<file path="config.mk">
export PLATFORM = sky130hd
export DESIGN_NAME = bu_blend
export DESIGN_NICKNAME = d
export VERILOG_FILES = /design/src/rtl/core/bu_pkg.sv /design/src/rtl/core/bu_blend.sv
export SDC_FILE = /design/constraint.sdc
export NUM_CORES = 2
export LEC_CHECK = 0
export BUFFER_PORTS_ARGS = -buffer_cell sky130_fd_sc_hd__clkbuf_2
export CAP_MARGIN = 5
export CORE_MARGIN = 5
export CORE_UTILIZATION = 40
export DETAILED_ROUTE_END_ITERATION = 16
export PLACE_DENSITY = 0.61
export SLEW_MARGIN = 20
export SYNTH_ARGS = -nofsm -noshare
export SYNTH_HDL_FRONTEND = slang
export SYNTH_SLANG_ARGS = --single-unit
</file>
<file path="constraint.sdc">
create_clock -name clk -period 9.15 [get_ports clk]
set_input_delay 0.915 -clock clk [delete_from_list [all_inputs] [get_ports clk]]
set_output_delay 0.915 -clock clk [all_outputs]
set_load 0.01 [all_outputs]
</file>
<file path="src/rtl/core/bu_pkg.sv">
// bu_pkg: shared constants and types for the bilinear upscaler.
// This package has no dependencies. Every module in rtl/core imports it.
package bu_pkg;

  localparam int MAX_ROWS  = 256;
  localparam int MAX_COLS  = 256;
  localparam int FRAC_BITS = 16;
  localparam int MAX_SCALE = 64;

  localparam int COORD_W = 14;
  localparam int PIX_W   = 8;
  localparam int CFG_W   = 9;
  localparam int SCALE_W = 7;
  localparam int REG_IDX_W = 2;

  localparam int ROW_AW = $clog2(MAX_ROWS);
  localparam int COL_AW = $clog2(MAX_COLS);
  localparam int AXW    = (ROW_AW > COL_AW) ? ROW_AW : COL_AW;
  localparam int SZ_W   = AXW + 1;
  localparam int DIM_W  = SZ_W + SCALE_W;
  localparam int DIV_IW = COORD_W + AXW;
  localparam int QW     = FRAC_BITS + AXW;
  localparam int W_W    = FRAC_BITS + 1;
  localparam int HB_W   = PIX_W + W_W;
  localparam int SUM_W  = HB_W + W_W;
  localparam int BANK_AW = (ROW_AW - 1) + (COL_AW - 1);
  localparam int IN_DATA_W = ((2 * COORD_W + PIX_W + 7) / 8) * 8;

  localparam logic [W_W-1:0] ONE = W_W'(1) << FRAC_BITS;

  typedef enum logic [REG_IDX_W-1:0] {
    REG_ROWS  = 2'd0,
    REG_COLS  = 2'd1,
    REG_SCALE = 2'd2
  } reg_idx_t;

  typedef struct packed {
    logic              v;
    logic              kind;
    logic              in_range;
    logic              wr_ok;
    logic [ROW_AW-1:0] lrow;
    logic [COL_AW-1:0] lcol;
    logic [PIX_W-1:0]  pix;
  } side_t;

endpackage

</file>
<file path="src/rtl/core/bu_blend.sv">
// bu_blend: two-stage bilinear blend, horizontal pass then vertical pass.
// Depends on bu_pkg.
module bu_blend
  import bu_pkg::*;
(
  input  logic             clk,
  input  logic             adv,
  input  logic [PIX_W-1:0] p00,
  input  logic [PIX_W-1:0] p01,
  input  logic [PIX_W-1:0] p10,
  input  logic [PIX_W-1:0] p11,
  input  logic [W_W-1:0]   t,
  input  logic [W_W-1:0]   u,
  output logic [SUM_W-1:0] sum
);

  logic [HB_W-1:0] top_r;
  logic [HB_W-1:0] bot_r;
  logic [W_W-1:0]  u_r;
  logic [W_W-1:0]  omt;
  logic [W_W-1:0]  omu;

  assign omt = ONE - t;
  assign omu = ONE - u_r;

  always_ff @(posedge clk) begin
    if (adv) begin
      top_r <= HB_W'(p00) * HB_W'(omt) + HB_W'(p01) * HB_W'(t);
      bot_r <= HB_W'(p10) * HB_W'(omt) + HB_W'(p11) * HB_W'(t);
      u_r   <= u;
      sum   <= SUM_W'(top_r) * SUM_W'(omu) + SUM_W'(bot_r) * SUM_W'(u_r);
    end
  end

endmodule

</file>
==> key figures <==
STA
  • Clock skew: 0.0125 ns
  • Setup tns final: 0 ns
  • Max Clk Rate: 110 MHz
  • Relative slew slack: 0.363
  • Setup violations, final: 0
  • Worst Max-Slew Pin Slew: 0.956 ns
  • Crit share post-route: 0.990
  • Final hold violations: 0
  • RSZ-0062 raised after global routing: yes
  • Pins Over Slew Limit: 0
  • Fin crit period: 9.06 ns

GRT
  • Total grt overflow: 0
  • Gr usage total: 0.197
  • Vias in the first global route: 35.9k
  • Global-route wire length before repair: 196 mm
  • Initial antenna violation count: 2
  • Pin count of the biggest net entering global routing: 54

Setup path
  • Slowest CP cell: fa_2
  • Crit Path Class: reg -> reg
  • Critical-path maximum fanout: 5
  • Worst EP required: 9.31 ns
  • Bufs and invs on worst path: 6
  • Cell mode on critical path: fa_1
  • Worst Setup End Kind: flip-flop
  • CP arrival: 9.22 ns
  • CP Launch Type: flip-flop
  • Crit path largest cell delay: 0.60 ns
  • Crit path max-delay family: adder cells

Layout
  • Nets: 6701
  • Non-Filler Instances: 6677
  • Area grow syn2layout: 6.82%
  • Filler cells: 11.5k
  • Leading cell type in the layout, fill and taps excluded: inv_1
  • Post-Layout Inst Area: 51100 sq um
  • Share of post-route cells with drive strength above 1: 0.0648
  • Area occupied by multi-input gates: 39300 sq um
  • Register Area: 3270 sq um
  • Highest-count cells in the layout ignoring fill and taps: inv_1 (1246), fa_1 (1200), nand2_1 (759)

Clock tree
  • Clk root buf: clkbuf_16
  • Hold Buf Count CTS: 0
  • TritonCTS clock tree: built
  • Total CTS buffers: 9
  • Worst-Skew Late Latency: 0.43 ns
  • Clock Path Buffers: 2
  • Clock sinks: 109
  • CTS H-tree depth: 3
  • Clock transition at path regs: 0.09 ns

Yosys
  • Number of synthesized register bits: 109
  • Main synth FF type: edfxtp_1
  • Cell count after synthesis: 5067
  • Synthesized area per cell: 9.43 sq um
  • Mapped Area: 47800 sq um
  • Number of synthesized flops with an enable pin: 109
  • Unique masters post-synth: 72
  • Ys async rst share: 0
  • Syn Nets: 6698
  • Sequential area share after synthesis: 0.0685
  • Ys Warns: 0

Floorplanning
  • Full die area: 127000 sq um
  • Die X: 356 um
  • Core area: 118000 sq um
  • Die Ht: 356 um
  • Initial core utilization: 0.404
  • Rows: 126
  • I/O pin total: 110

Placed design
  • Post-DP HPWL: 102 mm
  • Number of port buffers: 109
  • Placer Congestion: 0.879
  • DP Cell Count: 6648
  • Placed cell area: 50300 sq um

Routing
  • Pre-antenna DRT Iters: 5
  • DRC Markers: 0
  • WL final: 120 mm
  • First DRT Iteration DRCs: 1572
  • Via count: 32.9k
  • Vias per std cell: 4.93
  • Final ANT Viol Nets: 0
  • DR WL/cell: 18.0 um

Run status
  • Outcome: finished clean

Hold path
  • Worst hold path class: in -> reg

Job
  • Max-Cap Viols: 0
-- cell families after synthesis --
group                      count (synthesis)  synth area share
and+or+nand+nor                         1585             0.165
adders and majority gates               1563             0.599
buffers and inverters                   1489             0.118
AOI/OAI and AO/OA                        206            0.0290
xor gates and xnor gates                 115            0.0212
DFF                                      109            0.0685
-- area by class of cell --
type                    count  area share
inverters                1248      0.0917
clock inverters             7     0.00127
flip-flops and latches    109      0.0641
diodes                      2   0.0000980
repair buffers            232      0.0296
well taps                1600      0.0392
multi-input cells        3470       0.770
clock buffers               9     0.00441
-- per-layer routing --
layer | global-route usage | part of all wire
met1 | 0.251 | 0.40
met2 | 0.356 | 0.53
met3 | 0.0166 | 0.034
met4 | 0.0611 | 0.035
met5 | 0 | 0
-- sequential cells by signal, indices dropped and copies added, names as in the netlist --
name and flops:
u_r 17, bot_r 25, top_r 25, sum 42
-- synthesized netlist by cell type (5+ instances only) --
library cell,instances,area [sq um]
inv_1,1248,4680
fa_1,1207,24200
nand2_1,763,2860
and2_1,677,4240
ha_1,356,4450
clkbuf_1,217,815
edfxtp_1,109,3270
xnor2_1,80,701
nor2_1,58,218
a21oi_1,55,275
a21o_1,38,285
o21ai_0,34,170
xor2_1,34,298
buf_1,15,56.3
nand3_1,12,60.1
nor3_1,12,60.1
and3_1,11,68.8
o21bai_1,11,82.6
nand4_1,9,56.3
nor4_1,9,56.3
a211oi_1,8,60.1
o21a_1,8,60.1
or3_1,6,37.5
a31oi_1,5,31.3
buf_2,5,25.0
nand2b_1,5,31.3
-- through the flow --
stage | util | setup WS, ns | hold slack, ns
final | 0.431 | 0.0924 | 0.661
after global routing | 0.431 | -0.241 | 0.642
after CTS | 0.428 | 0.0658 | 0.635
after detailed placement | 0.425 | -0.0141 | 1.09
after global placement | 0.425 | 0.124 | 1.10
after floorplan | - | 0.567 | 0.722
-- timing repair --
action | CTS | global route
pin swaps | 1 | 39
gates resized for setup | 4 | 70
cloned | 0 | 1
setup buffers | 0 | 10
hold endpoints to repair | 0 | 0
endpoints found under the setup margin | 3 | 7
-- worst paths after layout --
| check | from | endpoint | slack (ns) | cells past startpoint |
|---|---|---|---|---|
| max | u_r[2]$_DFFE_PP_ | sum[41]$_DFFE_PP_ | 0.09 | 32 |
| min | u[15] | u_r[15]$_DFFE_PP_ | 0.66 | 1 |
| max reg2reg | u_r[2]$_DFFE_PP_ | sum[41]$_DFFE_PP_ | 0.09 | 32 |
| min reg2reg | bot_r[0]$_DFFE_PP_ | sum[0]$_DFFE_PP_ | 1.24 | 2 |
Power is not shown: default switching activity piles up to over one toggle a cycle in this logic, so the estimate is an artifact.
