$ cat src/rtl/core/bu_pkg.sv
// bu_pkg: shared constants and types for the bilinear upscaler.
// This package has no dependencies. Every module in rtl/core imports it.
package bu_pkg;

  localparam int MAX_ROWS  = 256;
  localparam int MAX_COLS  = 256;
  localparam int FRAC_BITS = 16;
  localparam int MAX_SCALE = 64;

  localparam int COORD_W = 14;
  localparam int PIX_W   = 8;
  localparam int CFG_W   = 9;
  localparam int SCALE_W = 7;
  localparam int REG_IDX_W = 2;

  localparam int ROW_AW = $clog2(MAX_ROWS);
  localparam int COL_AW = $clog2(MAX_COLS);
  localparam int AXW    = (ROW_AW > COL_AW) ? ROW_AW : COL_AW;
  localparam int SZ_W   = AXW + 1;
  localparam int DIM_W  = SZ_W + SCALE_W;
  localparam int DIV_IW = COORD_W + AXW;
  localparam int QW     = FRAC_BITS + AXW;
  localparam int W_W    = FRAC_BITS + 1;
  localparam int HB_W   = PIX_W + W_W;
  localparam int SUM_W  = HB_W + W_W;
  localparam int BANK_AW = (ROW_AW - 1) + (COL_AW - 1);
  localparam int IN_DATA_W = ((2 * COORD_W + PIX_W + 7) / 8) * 8;

  localparam logic [W_W-1:0] ONE = W_W'(1) << FRAC_BITS;

  typedef enum logic [REG_IDX_W-1:0] {
    REG_ROWS  = 2'd0,
    REG_COLS  = 2'd1,
    REG_SCALE = 2'd2
  } reg_idx_t;

  typedef struct packed {
    logic              v;
    logic              kind;
    logic              in_range;
    logic              wr_ok;
    logic [ROW_AW-1:0] lrow;
    logic [COL_AW-1:0] lcol;
    logic [PIX_W-1:0]  pix;
  } side_t;

endpackage

$ cat src/rtl/core/bu_divider.sv
// bu_divider: pipelined restoring divider, one quotient bit per stage.
// Depends on bu_pkg. Computes (num << FRAC_BITS) / den.
module bu_divider
  import bu_pkg::*;
(
  input  logic              clk,
  input  logic              adv,
  input  logic [DIV_IW-1:0] num,
  input  logic [DIM_W-1:0]  den,
  output logic [QW-1:0]     quot
);

  logic [DIM_W-1:0] rem [QW+1];
  logic [QW-1:0]    nb  [QW+1];
  logic [QW-1:0]    q   [QW+1];
  logic [DIM_W-1:0] dv  [QW+1];

  // quotient fits QW bits, so the top part of the numerator is below den
  assign rem[0] = DIM_W'(num[DIV_IW-1:AXW]);
  assign nb[0]  = {num[AXW-1:0], {FRAC_BITS{1'b0}}};
  assign q[0]   = '0;
  assign dv[0]  = den;

  for (genvar i = 0; i < QW; i++) begin : g_stage
    logic [DIM_W:0]   trial;
    logic             ge;
    logic [DIM_W:0]   diff;
    logic [DIM_W-1:0] rem_r;
    logic [QW-1:0]    nb_r;
    logic [QW-1:0]    q_r;
    logic [DIM_W-1:0] dv_r;

    assign trial = {rem[i], nb[i][QW-1]};
    assign ge    = trial >= {1'b0, dv[i]};
    assign diff  = trial - {1'b0, dv[i]};

    always_ff @(posedge clk) begin
      if (adv) begin
        rem_r <= ge ? diff[DIM_W-1:0] : trial[DIM_W-1:0];
        nb_r  <= {nb[i][QW-2:0], 1'b0};
        q_r   <= {q[i][QW-2:0], ge};
        dv_r  <= dv[i];
      end
    end

    assign rem[i+1] = rem_r;
    assign nb[i+1]  = nb_r;
    assign q[i+1]   = q_r;
    assign dv[i+1]  = dv_r;
  end

  assign quot = q[QW];

endmodule

$ cat config.mk
export PLATFORM = sky130hd
export DESIGN_NAME = bu_divider
export DESIGN_NICKNAME = d
export VERILOG_FILES = /design/src/rtl/core/bu_pkg.sv /design/src/rtl/core/bu_divider.sv
export SDC_FILE = /design/constraint.sdc
export NUM_CORES = 2
export LEC_CHECK = 0
export ABC_AREA = 1
export ABC_CLOCK_PERIOD_IN_PS = 2700
export BUFFER_PORTS_ARGS = -buffer_cell sky130_fd_sc_hd__buf_2
export CORE_MARGIN = 5
export CORE_UTILIZATION = 45
export DETAILED_ROUTE_END_ITERATION = 6
export PLACE_DENSITY = 0.67
export SLEW_MARGIN = 15
export SYNTH_ARGS = -nofsm -noshare
export SYNTH_HDL_FRONTEND = slang
export SYNTH_SLANG_ARGS = --single-unit
$ cat constraint.sdc
create_clock -name clk -period 2.7 [get_ports clk]
set_input_delay 0.27 -clock clk [delete_from_list [all_inputs] [get_ports clk]]
set_output_delay 0.27 -clock clk [all_outputs]
set_load 0.05 [all_outputs]
==> impl_summary.md <==
Timing
The clock tree skew after final layout is 45.7 ps. The fraction of the cycle the final worst path needs is 90.9%. Setup violations remaining at the end of the flow were counted as 0.

The actual transition at the worst max-transition pin is 615 ps. The number of failing hold endpoints at the final stage is 0. The routed design could run at a clock period as short as 2450 ps. The fmax is 0.408 GHz. Final hold analysis gives a worst-case slack of 234 ps. In this run the tightest slew margin relative to its limit is 59.0%. Setup repair after global routing left no endpoint under its margin.

The setup TNS is 0 ps. The final max-slew violation count was 0.

Setup path
The most frequent cell on the critical path is sky130_fd_sc_hd__nand2_1. For the worst setup path, the data arrival time is 2900 ps. The largest fanout of any net on the critical path is 18. The cell with the largest stage delay on the worst path is sky130_fd_sc_hd__edfxtp_1. The signal on the critical path passes through inv_1, ha_1, nand2_1, inv_1, nand2_1, nor4_2, nand2_2, nand2_4, inv_2, nand2_1, nand2_1. In this design, the stage delay of the slowest critical-path cell is 500 ps.

The nature of the critical path endpoint is a register. The required time at the endpoint of the critical path is 3150 ps. The family with the most delay on the worst path is simple AND/OR/NAND/NOR gates. The startpoint type of the worst setup path is a register. The number of buffer and inverter instances along the worst setup path is 3. The worst setup path is of the reg -> reg kind.

Clocking
TritonCTS created 115 clock buffers. The number of clock sinks is 1064. The clock reaches the later pin of the worst-skew pair after 750 ps.

The master cell of the clock root buffer is sky130_fd_sc_hd__clkbuf_16. The count of H-tree levels built during CTS is 3. No sink is reached through more buffers than the 3 on the longest clock path. TritonCTS built the clock tree. The clock slew seen by the registers of the worst setup and hold paths is 60 ps. Post-CTS repair changed the size of 0 cells.

Power and ir drop
Net switching is 41.1% of the power. The clock network is responsible for 21.4% of the overall power. Total power for the finished layout comes to 74.3 mW. In this run the static leakage power is 33.8 nW.

The part of the power in registers is 34.9%. The net switching power figure is 30.5 mW. Across the VDD grid, the largest voltage drop is 0.606 mV. Cell internal power was estimated by the tool at 43.7 mW. The power per unit of standard cell area is 1080 nW/um^2.

The share of total power dissipated in combinational logic is 43.6%.

GRT
The global-route wire length before repair is 229 mm. The combined global-route utilization of all metal layers is 19.3%. Summed over all layers, the global routing overflow is 0.

The number of global-route vias before repair is 43200. Entering global routing, the biggest net connects 113 pins. The initial antenna violation count is 2.

Logic synthesis
The cell type contributing the most total cell area after synthesis is sky130_fd_sc_hd__edfxtp_1. The synthesized area divided by synthesized cell count is 8.65 um^2. Sequential cells were found to cover 51.5% of the synthesized design area.

The synthesized netlist occupies a cell area of 62000 um^2. The synthesized net count is 7621. Counting every instance in the synthesized netlist gives 7176. The number of different library cells in the post-synthesis netlist is 43.

The yosys synthesis warning count is 0. Ranked by total cell area, the synthesized netlist is headed by sky130_fd_sc_hd__edfxtp_1 51%, sky130_fd_sc_hd__nand2_1 17%, sky130_fd_sc_hd__inv_1 8.0%. The count of state elements after synthesis is 1064. In this run the biggest area consumer among cell types represents 51.5% of the synthesized area.

Place
The post-placement cell count is 9006. The number of input and output port buffers inserted is 63. The total half-perimeter wirelength after legalization and detailed placement is 109 mm. The last weighted congestion value of the routability-driven placer is 0.923.

Cells and area
In the layout the commonest cells are 2746 x sky130_fd_sc_hd__nand2_1, 1329 x sky130_fd_sc_hd__inv_1, 1064 x sky130_fd_sc_hd__edfxtp_1. Of the cells placed in the final design, the portion with a size suffix greater than 1 is 6.41%. Once layout is complete, the cells apart from fillers number 9261. The layout net count is 7813. From synthesis to final layout, the design area changed by 10.9%. The number of antenna diodes in the final layout is 0. The library cell used most frequently in the layout, excluding fill and tap cells, is sky130_fd_sc_hd__nand2_1. Fill cells in the final layout number 12700.

Routing
In this run the remaining antenna-violating nets after routing total 0. Dividing the detail-routed wire length by the instance count gives 15.4 um. The iteration-0 DRC count of the detailed router is 3182. In the routed design, unresolved DRC markers number 0. The detailed-route vias per instance is 4.88. The number of detailed-routing iterations run before antenna repair is 5.

The wire length after detailed routing is 142 mm. The overall via count from detail_route is 45200.

Floorplanning
The number of I/O pins is 64. In this run the core area contains 136 standard-cell rows. The die is 381 um tall. The starting density of the core is 45.2%.

The width of the die is 381 um. The floorplan step defined a die boundary enclosing 145000 um^2. The total area inside the core boundary comes to 137000 um^2.

Job
Max-cap violations in this run came to 0.

Min path
The worst hold path class is in -> reg.

Status
The flow ran to the end, and the final reports show no timing, DRC or antenna violations.
-- worst reg2reg max path, delay by kind of cell, from the launching register on --
kind,cells,cell delay (ps)
simple gates,7,960
flops,1,500
buf+inv,3,360
fa+ha+maj,1,360
-- synth_stat cells (all sizes together) --
cell type,instances
nand2,2804
inv,1358
edfxtp,1064
nand3,446
ha,382
nor2,312
a21oi,215
xor2,107
nor3,93
nand4,83
nand3b,74
buf,66
xnor2,46
or2,33
o21ai,27
fa,23
nor4,14
clkbuf,8
and2,6
o21a,5
o21bai,5
and3,2
a21boi,1
nor3b,1
o211ai,1
-- timing repair --
item / in CTS / in global routing
hold buffers: 39 / 0
hold endpoints to repair: 47 / 0
setup buffers: 0 / 0
-- layout make-up --
class,count,area [um^2],area share [%]
Clock buffer,141,2980,4.32
Multi-Input combinational cell,4680,24400,35.4
Inverter,1358,5110,7.43
Sequential cell,1064,32000,46.4
Timing Repair Buffer,149,1280,1.86
Clock inverter,75,908,1.32
Tap cell,1794,2240,3.26
-- cell families after synthesis --
| family | Yosys count | synth area share, % |
|---|---|---|
| AO/OA/AOI/OAI | 254 | 2.10 |
| buffers and inverters | 1432 | 9.24 |
| adder cells (fa/ha/maj) | 405 | 8.45 |
| flip-flops | 1064 | 51.5 |
| AND/OR/NAND/NOR | 3868 | 26.6 |
| XOR/XNOR | 153 | 2.16 |
-- power by group through the flow --
stage	registers [mW]	clock network [mW]	logic, mW
3_5_place_dp	26.3	0	32.0
3_3_place_gp	26.3	0	31.7
4_1_cts	26.0	16.4	32.3
2_1_floorplan	25.1	0	25.0
6_report	26.0	15.9	32.4
5_1_grt	26.3	17.1	37.1
-- per-stage QoR --
stage                     cell area [um^2]  util [%]  setup slack [ps]
after detailed placement             64600      47.0               265
after global placement               64600      47.0               237
after global routing                 68800      50.1              37.5
after CTS                            68800      50.1               242
final                                68800      50.1               247
after floorplan                      62000         -               777
-- registers in the layout, summed over array words and instances, names as in the netlist --
signal,cells
g_stage.nb_r,28
g_stage.q_r,276
g_stage.dv_r,368
g_stage.rem_r,368
quot,24
-- final timing paths --
path	startpoint	end	slack [ps]	depth (start not counted)
worst max-delay path	g_stage[12].dv_r[11]$_DFFE_PP_	g_stage[13].rem_r[15]$_DFFE_PP_	250	11
worst min-delay path	num[5]	g_stage[0].nb_r[22]$_DFFE_PP_	230	2
worst max register to register	g_stage[12].dv_r[11]$_DFFE_PP_	g_stage[13].rem_r[15]$_DFFE_PP_	250	11
worst min register to register	g_stage[22].q_r[18]$_DFFE_PP_	quot[19]$_DFFE_PP_	400	0
-- layer usage --
layer | share of wire, % | up-vias | wire [um] | GRT usage (%)
li1 | - | 23300 | - | -
met1 | 47 | 20700 | 66600 | 27.0
met2 | 46 | 979 | 65900 | 32.1
met3 | 4.5 | 219 | 6390 | 2.51
met4 | 2.4 | 2 | 3450 | 4.93
met5 | 0.0091 | - | 13 | 0
Note: power is estimated with default switching activity, not from simulation.
